===== src/lockout_rate_spike_detector_core_assert.svh =====
// Assertion macros used by the lockout rate spike detector core.
`ifndef LOCKOUT_RATE_SPIKE_DETECTOR_CORE_ASSERT_SVH
`define LOCKOUT_RATE_SPIKE_DETECTOR_CORE_ASSERT_SVH

// Clocked assertion, switched off while the asynchronous reset is held.
`define LRSD_ASSERT(lbl, clk, rst_n, prop) \
  lbl: assert property (@(posedge clk) disable iff (!(rst_n)) (prop)) \
    else $error("lrsd assertion failed");

// Clocked check that a condition never holds outside reset.
`define LRSD_ASSERT_NEVER(lbl, clk, rst_n, cond) \
  lbl: assert property (@(posedge clk) disable iff (!(rst_n)) !(cond)) \
    else $error("lrsd forbidden condition seen");

`endif


===== src/lrsd_pkg.sv =====
// Shared constants and types of the lockout rate spike detector.
package lrsd_pkg;

  localparam int unsigned RING_DEPTH        = 256;
  localparam int unsigned DEFAULT_THRESHOLD = 10;
  localparam int unsigned DEFAULT_WINDOW    = 60;

  localparam int unsigned TIME_W = 32;
  localparam int unsigned THR_W  = 10;
  localparam int unsigned WIN_W  = 32;
  localparam int unsigned OUT_W  = 9;
  localparam int unsigned SHOWN_MAX = (1 << OUT_W) - 1;

  localparam int unsigned IDX_W = $clog2(RING_DEPTH);
  localparam int unsigned CNT_W = $clog2(RING_DEPTH + 1);
  localparam int unsigned CMP_W = (CNT_W > THR_W) ? CNT_W : THR_W;

  localparam int unsigned CFG_IDX_W  = 2;
  localparam int unsigned CFG_DATA_W = 32;

  typedef enum logic [CFG_IDX_W-1:0] {
    CFG_THRESHOLD = 2'd0,
    CFG_WINDOW    = 2'd1,
    CFG_ENABLE    = 2'd2
  } cfg_idx_e;

  typedef logic [TIME_W-1:0] time_t;
  typedef logic [CNT_W-1:0]  cnt_t;

endpackage


===== src/lockout_rate_spike_detector_core.sv =====
// Top level of the lockout rate spike detector: cell ring, scan control, output word.
//
// Input channel (in_valid_i / in_ready_o) takes one word per lockout event,
// its time stamp in seconds. The stamp is shifted into a chain of 256 cells,
// dropping the oldest entry once the chain is full. The chain then rotates
// once round, one cell per cycle, and the tail cell passes a single window
// comparator and hit counter.
// Output channel (out_valid_o / out_ready_i) returns one word per event:
// crossed, alert and events_in_window.
// The count is loaded into the output register from the hold state after the
// rotation; a new event is accepted only once that load has happened.
// The result sits in an output register, so the next event is taken while
// that word still waits. If the receiver stalls longer, the finished count
// waits in the hit counter and no further event is accepted.
// The user writes configuration through cfg_we_i / cfg_idx_i / cfg_wdata_i only
// while the block is idle, which it does not enforce; zero threshold or window
// selects the built-in default. Reset empties the ring at once by clearing every
// valid bit, disarms the detector and clears control state; no clearing pass is needed.
module lockout_rate_spike_detector_core (
  input  logic                             clk_i,
  input  logic                             rst_ni,
  input  logic                             cfg_we_i,
  input  logic [lrsd_pkg::CFG_IDX_W-1:0]   cfg_idx_i,
  input  logic [lrsd_pkg::CFG_DATA_W-1:0]  cfg_wdata_i,
  input  logic                             in_valid_i,
  output logic                             in_ready_o,
  input  logic [lrsd_pkg::TIME_W-1:0]      event_time_i,
  output logic                             out_valid_o,
  input  logic                             out_ready_i,
  output logic                             crossed_o,
  output logic                             alert_o,
  output logic [lrsd_pkg::OUT_W-1:0]       events_in_window_o
);
  import lrsd_pkg::*;

  `include "lockout_rate_spike_detector_core_assert.svh"

  typedef enum logic [2:0] {
    ST_IDLE = 3'b001,
    ST_SCAN = 3'b010,
    ST_HOLD = 3'b100
  } state_e;

  state_e state_q, state_d;

  logic [THR_W-1:0] thr_q;
  logic [WIN_W-1:0] win_q;
  logic             alert_en_q;

  logic [THR_W-1:0] thr_eff;
  logic [WIN_W-1:0] win_eff;

  time_t            now_q;
  logic [IDX_W-1:0] idx_q, idx_d;
  logic             armed_q, armed_d;

  logic             out_valid_q, out_valid_d;
  logic             crossed_q, alert_q;
  logic [OUT_W-1:0] events_q;

  logic in_acc, scanning, shift, last_step, load;

  time_t           cell_time [RING_DEPTH];
  logic [RING_DEPTH-1:0] cell_vld;

  cnt_t             cnt;
  logic [OUT_W-1:0] shown;
  logic             reached, cross_now;

  // Configuration registers.
  always_ff @(posedge clk_i or negedge rst_ni) begin
    if (!rst_ni) begin
      thr_q      <= '0;
      win_q      <= '0;
      alert_en_q <= 1'b0;
    end else if (cfg_we_i) begin
      case (cfg_idx_i)
        CFG_THRESHOLD: thr_q      <= cfg_wdata_i[THR_W-1:0];
        CFG_WINDOW:    win_q      <= cfg_wdata_i[WIN_W-1:0];
        CFG_ENABLE:    alert_en_q <= cfg_wdata_i[0];
        default:       ;
      endcase
    end
  end

  assign thr_eff = (thr_q == '0) ? THR_W'(DEFAULT_THRESHOLD) : thr_q;
  assign win_eff = (win_q == '0) ? WIN_W'(DEFAULT_WINDOW) : win_q;

  assign in_ready_o = (state_q == ST_IDLE);
  assign in_acc     = in_valid_i && in_ready_o;
  assign scanning   = (state_q == ST_SCAN);
  assign shift      = in_acc || scanning;
  assign last_step  = scanning && (idx_q == IDX_W'(RING_DEPTH - 1));
  assign load       = (state_q == ST_HOLD) && (!out_valid_q || out_ready_i);

  // The head cell takes the new stamp on acceptance and the tail while rotating.
  for (genvar k = 0; k < RING_DEPTH; k++) begin : g_cell
    if (k == 0) begin : g_head
      lrsd_cell u_cell (
        .clk_i   (clk_i),
        .rst_ni  (rst_ni),
        .shift_i (shift),
        .time_i  (in_acc ? event_time_i : cell_time[RING_DEPTH-1]),
        .valid_i (in_acc ? 1'b1 : cell_vld[RING_DEPTH-1]),
        .time_o  (cell_time[k]),
        .valid_o (cell_vld[k])
      );
    end else begin : g_body
      lrsd_cell u_cell (
        .clk_i   (clk_i),
        .rst_ni  (rst_ni),
        .shift_i (shift),
        .time_i  (cell_time[k-1]),
        .valid_i (cell_vld[k-1]),
        .time_o  (cell_time[k]),
        .valid_o (cell_vld[k])
      );
    end
  end

  lrsd_counter u_counter (
    .clk_i       (clk_i),
    .rst_ni      (rst_ni),
    .clear_i     (in_acc),
    .en_i        (scanning),
    .now_i       (now_q),
    .win_i       (win_eff),
    .ent_time_i  (cell_time[RING_DEPTH-1]),
    .ent_valid_i (cell_vld[RING_DEPTH-1]),
    .count_o     (cnt)
  );

  always_ff @(posedge clk_i) begin
    if (in_acc) begin
      now_q <= event_time_i;
    end
  end

  always_comb begin
    state_d = state_q;
    idx_d   = idx_q;
    case (state_q)
      ST_IDLE: begin
        if (in_acc) begin
          state_d = ST_SCAN;
          idx_d   = '0;
        end
      end
      ST_SCAN: begin
        idx_d = idx_q + IDX_W'(1);
        if (last_step) begin
          state_d = ST_HOLD;
        end
      end
      ST_HOLD: begin
        if (load) begin
          state_d = ST_IDLE;
        end
      end
      default: begin
        state_d = ST_IDLE;
      end
    endcase
  end

  assign reached   = (CMP_W'(cnt) >= CMP_W'(thr_eff));
  assign cross_now = reached && !armed_q;

  always_comb begin
    armed_d = armed_q;
    if (load) begin
      armed_d = reached;
    end
  end

  if (CNT_W > OUT_W) begin : g_sat
    assign shown = (cnt > CNT_W'(SHOWN_MAX)) ? OUT_W'(SHOWN_MAX) : cnt[OUT_W-1:0];
  end else begin : g_nosat
    assign shown = OUT_W'(cnt);
  end

  always_comb begin
    out_valid_d = out_valid_q;
    if (load) begin
      out_valid_d = 1'b1;
    end else if (out_ready_i) begin
      out_valid_d = 1'b0;
    end
  end

  always_ff @(posedge clk_i or negedge rst_ni) begin
    if (!rst_ni) begin
      state_q     <= ST_IDLE;
      idx_q       <= '0;
      armed_q     <= 1'b0;
      out_valid_q <= 1'b0;
    end else begin
      state_q     <= state_d;
      idx_q       <= idx_d;
      armed_q     <= armed_d;
      out_valid_q <= out_valid_d;
    end
  end

  always_ff @(posedge clk_i) begin
    if (load) begin
      crossed_q <= cross_now;
      alert_q   <= cross_now && alert_en_q;
      events_q  <= shown;
    end
  end

  assign out_valid_o        = out_valid_q;
  assign crossed_o          = crossed_q;
  assign alert_o            = alert_q;
  assign events_in_window_o = events_q;

  `LRSD_ASSERT(a_accept_starts_scan, clk_i, rst_ni,
               in_acc |=> (state_q == ST_SCAN) && (idx_q == '0))
  `LRSD_ASSERT(a_scan_ends, clk_i, rst_ni, last_step |=> (state_q == ST_HOLD))
  `LRSD_ASSERT(a_fill_monotonic, clk_i, rst_ni,
               $countones(cell_vld) >= $past($countones(cell_vld)))
  `LRSD_ASSERT_NEVER(a_count_bound, clk_i, rst_ni,
                     out_valid_o && (CNT_W'(events_in_window_o) > CNT_W'(RING_DEPTH)))

endmodule


===== src/lrsd_cell.sv =====
// One cell of the event ring: a time stamp and its valid bit, shifted on.
module lrsd_cell (
  input  logic                 clk_i,
  input  logic                 rst_ni,
  input  logic                 shift_i,
  input  lrsd_pkg::time_t      time_i,
  input  logic                 valid_i,
  output lrsd_pkg::time_t      time_o,
  output logic                 valid_o
);
  import lrsd_pkg::*;

  time_t time_q;
  logic  valid_q;

  always_ff @(posedge clk_i or negedge rst_ni) begin
    if (!rst_ni) begin
      valid_q <= 1'b0;
    end else if (shift_i) begin
      valid_q <= valid_i;
    end
  end

  always_ff @(posedge clk_i) begin
    if (shift_i) begin
      time_q <= time_i;
    end
  end

  assign time_o  = time_q;
  assign valid_o = valid_q;

endmodule


===== src/lrsd_counter.sv =====
// Window test and hit counter fed by the tail cell of the ring.
module lrsd_counter (
  input  logic                      clk_i,
  input  logic                      rst_ni,
  input  logic                      clear_i,
  input  logic                      en_i,
  input  lrsd_pkg::time_t           now_i,
  input  logic [lrsd_pkg::WIN_W-1:0] win_i,
  input  lrsd_pkg::time_t           ent_time_i,
  input  logic                      ent_valid_i,
  output lrsd_pkg::cnt_t            count_o
);
  import lrsd_pkg::*;

  cnt_t cnt_q, cnt_d;
  logic [TIME_W:0] reach;
  logic            hit;

  // now - entry <= win is the same as now <= entry + win without wrap.
  assign reach = {1'b0, ent_time_i} + {1'b0, win_i};
  assign hit   = ent_valid_i && ({1'b0, now_i} <= reach);

  always_comb begin
    cnt_d = cnt_q;
    if (clear_i) begin
      cnt_d = '0;
    end else if (en_i && hit) begin
      cnt_d = cnt_q + CNT_W'(1);
    end
  end

  always_ff @(posedge clk_i or negedge rst_ni) begin
    if (!rst_ni) begin
      cnt_q <= '0;
    end else begin
      cnt_q <= cnt_d;
    end
  end

  assign count_o = cnt_q;

endmodule


===== config.mk =====
export PLATFORM = sky130hd
export DESIGN_NAME = lockout_rate_spike_detector_core
export DESIGN_NICKNAME = d
export VERILOG_FILES = /design/src/lrsd_pkg.sv /design/src/lockout_rate_spike_detector_core.sv /design/src/lrsd_cell.sv /design/src/lrsd_counter.sv
export VERILOG_INCLUDE_DIRS = /design/src /design/src/src
export SDC_FILE = /design/constraint.sdc
export NUM_CORES = 2
export LEC_CHECK = 0
export ABC_AREA = 1
export BUFFER_PORTS_ARGS = -buffer_cell sky130_fd_sc_hd__buf_4
export CORE_ASPECT_RATIO = 0.8
export CORE_UTILIZATION = 54
export CTS_CLUSTER_SIZE = 14
export DETAILED_ROUTE_END_ITERATION = 7
export PLACE_DENSITY = 0.69
export SLEW_MARGIN = 20
export SYNTH_ARGS = -nofsm -noshare
export SYNTH_HDL_FRONTEND = slang
export SYNTH_SLANG_ARGS = --single-unit

===== constraint.sdc =====
create_clock -name clk_i -period 124.3 [get_ports clk_i]
set_clock_uncertainty 0.2 [all_clocks]
set_input_delay 0 -clock clk_i [delete_from_list [all_inputs] [get_ports clk_i]]
set_output_delay 0 -clock clk_i [all_outputs]
set_load 0.02 [all_outputs]

==> results.md <==
- Final setup vio count: 0
- Remaining global-route overflow: 0
- Worst hold-check path type: input port to register
- Ys async rst share: 3.75%
- Final period util: 8.71%
- FF+latch area: 255000 um2
- DRT iter0 DRCs: 7850
- Clock Path Buffers: 4
- Tot GR Track Use: 14.8%
- Max-slew headroom: 22.4%
- Port bufs: 83
- CTS tree: yes
- Die area: 490000 um2
- DR WL met3: 14.3 mm
- Power Internal: 6.23 mW
- Syn Nets: 10297
- Final wirelength: 362 mm
- Yosys warnings: 0
- Cell Area, Synth: 263000 um2
- Vias: 90672
- Cells after synthesis: 10150
- DRT Pass-1 Iters: 5
- Top sig layer: met4
- Max Fclk: 92.4 MHz
- Finished Cell Area: 296000 um2
- Yosys top cell area share: 94.0%
- Ys flop type: edfxtp_1
- CP Data Required Time: 124.80 ns
- GP Congestion: 0.834
- Clock Latency Late Sink: 1.12 ns
- Met1 WL: 168 mm
- CTS Buf Count: 741
- Flop pwr share: 65.3%
- Area Overhead vs Synth: 12.6%
- Tmin final: 10.82 ns
- Top cells by area in the synthesized netlist: edfxtp_1 94%, dfrtp_1 3.0%, nand2_1 1.4%
- CTS root buf: clkbuf_16
- Largest net degree at the start of global routing: 226
- Routed met2 length: 168 mm
- Layout Nets: 11290
- Multi-input logic area: 6860 um2
- Switching Fraction: 24.9%
- Total Power: 8.30 mW
- RSZ-0062 raised after global routing: no
- Yosys reg bits: 8556
- Die boundary width: 782 um
- Num rows: 228
- DP Area: 272000 um2
- CP Capture Type: register
- Combinational share of power: 8.9%
- Clock slew at reported path FFs: 0.06 ns
- EDFF count, synth: 8235
- Height of the die: 626 um
- Fill cells: 31081
- Crit-path max FO: 197
- Clock share of power: 25.7%
- Initial Util: 54.4%
- First-pass GRT wire length: 559 mm
- Setup TNS: 0 ns
- Syn avg cell area: 25.9 um2
- Max cap viols: 0
- Drt via density: 5.01
- Pwr dens: 28.0 nW/um2
- Drt drc: 0
- H-tree depth: 6
- Share of post-route cells with drive strength above 1: 9.69%
- Yosys cell types: 54
- Worst path max stage delay: 0.95 ns
- ANT nets after route: 0
- Leak: 98.7 nW
- Core area: 484000 um2
- Avg WL per Cell: 20.0 um
- Crit-path cells: inv_1 -> nor3_4 -> inv_1 -> nor2_4 -> buf_4 -> nor2_4 -> inv_8 -> buf_4 -> buf_4 -> buf_4 -> buf_4 -> buf_12 -> buf_4 -> buf_4 -> buf_12 -> buf_16
- Status: completed
- Vias in the first global route: 91207
- Critical path class: register to register
- # clock sinks: 8556
- Crit start category: register
- Post-DP HPWL: 156 mm
- Post-CTS sizing: 0
- Slew @ Worst Pin: 1.16 ns
- Sequential fraction of the synthesis area: 97.1%
- Max Slew Vio Count: 0
- IO Count: 84
- Final hold vios: 0
- P_sw: 2.07 mW
- Kind of cell adding the most delay to the critical path: buffers and inverters
- Initial antenna violation count: 38
- Arr. time, crit path: 11.32 ns
- CP bufs+invs: 13
- Peak supply drop: 0.0000285 V
- Critical path's slowest cell: buf_4
- Most frequent CP cell: buf_4
- Yosys top cell by area: edfxtp_1
==> sequential cells by signal, summed over array words and instances, names as in the netlist, 3 cells and up <==
register,count
u_counter.count_o,9
thr_q,10
idx_q,8
now_q,32
events_in_window_o,9
state_q,3
win_q,32
g_cell.g_head.u_cell.time_o,32
g_cell.g_body.u_cell.valid_o,255
g_cell.g_body.u_cell.time_o,8160
==> repair_timing <==
item,CTS,global route
hold endpoints to repair,406,0
setup buffers,0,0
hold buffers,168,0
==> tightest hold or removal path, cell delays in order <==
cell and delay (ns):
dlygate4sd3_1 0.60, buf_4 0.13, dlygate4sd3_1 0.58
==> power by group through the flow <==
stage | Combinational (mW) | Sequential [mW] | Clock, mW
after floorplan | 0.534 | 11.2 | 0
after CTS | 0.743 | 5.47 | 2.20
after global placement | 0.702 | 5.40 | 0
after detailed placement | 0.743 | 5.42 | 0
after global routing | 0.812 | 5.57 | 2.30
final | 0.739 | 5.42 | 2.14
==> synthesized netlist by cell type, types with 3 or more instances <==
master / n
dfrtp_1: 320
a21boi_1: 3
nand3_2: 10
nor2_1: 49
edfxtp_1: 8235
nand3_1: 27
o21ai_0: 46
a31oi_1: 3
nand4_1: 11
a21oi_1: 64
xnor2_1: 14
buf_2: 49
a21o_1: 4
ha_1: 75
nor3_1: 8
nand2_1: 991
xor2_1: 22
mux2_2: 17
clkbuf_1: 51
o31ai_1: 3
inv_1: 86
o211ai_1: 4
o21ai_1: 3
nor4_1: 14
==> worst paths after layout <==
check | start | to | slack (ns) | cells after the start
setup / recovery | state_q[0] | g_cell[87].g_body.u_cell.time_o[24] | 113.48 | 16
hold / removal | event_time_i[0] | now_q[0] | 0.13 | 3
setup reg to reg | state_q[0] | g_cell[87].g_body.u_cell.time_o[24] | 113.48 | 16
hold reg to reg | g_cell[1].g_body.u_cell.time_o[9] | g_cell[2].g_body.u_cell.time_o[9] | 0.14 | 0
max in group asynchronous | rst_ni | g_cell[37].g_body.u_cell.valid_o | 121.62 | 6
min in group asynchronous | rst_ni | u_counter.count_o[1] | 0.54 | 5
==> final cells by class <==
| cell class | instances | share of cell area, % |
|---|---|---|
| diodes | 19 | 0.0161 |
| flip-flops and latches | 8556 | 86.3 |
| clock inverters | 295 | 0.866 |
| well taps | 6440 | 2.72 |
| clock buffers | 952 | 6.57 |
| repair buffers | 350 | 1.12 |
| inverters | 89 | 0.115 |
| multi-input cells | 1405 | 2.32 |
==> logic make-up after synthesis <==
family                     share of synthesized area [%]
muxes                                             0.0766
DFF                                                 97.1
AOI/OAI and AO/OA                                  0.335
and+or+nand+nor                                     1.71
xor gates and xnor gates                           0.120
buffers and inverters                              0.293
adders and majority gates                          0.365
==> routing by layer <==
metal | vias up | track usage (%)
li1 | 41699 | -
met1 | 46627 | 22.4
met2 | 1691 | 22.4
met3 | 655 | 2.35
met4 | 0 | 4.95
met5 | - | 0
==> through the flow <==
step	std cells	hold slack, ns	util [%]	setup slack [ns]
2_1_floorplan	10150	-0.496	-	24.93
3_3_place_gp	16667	-0.129	56.3	114.03
3_5_place_dp	16667	-0.106	56.3	113.64
4_1_cts	18082	0.0134	61.2	113.50
5_1_grt	18091	0.0994	61.2	112.74
6_report	18106	0.134	61.2	113.48
==> cell usage in the layout, fill, tap and decap left out, types with 26 or more instances in the layout <==
cell type	n
edfxtp_1	8235
nand2_1	991
clkbuf_16	744
dfrtp_1	320
clkbuf_1	205
dlygate4sd3_1	167
buf_4	155
clkinv_1	149
inv_1	86
ha_1	75
a21oi_1	64
clkinv_2	64
nor2_1	49
o21ai_0	46
nand3_1	26
clkinv_16	26
Power figures use the tool's default switching activity.
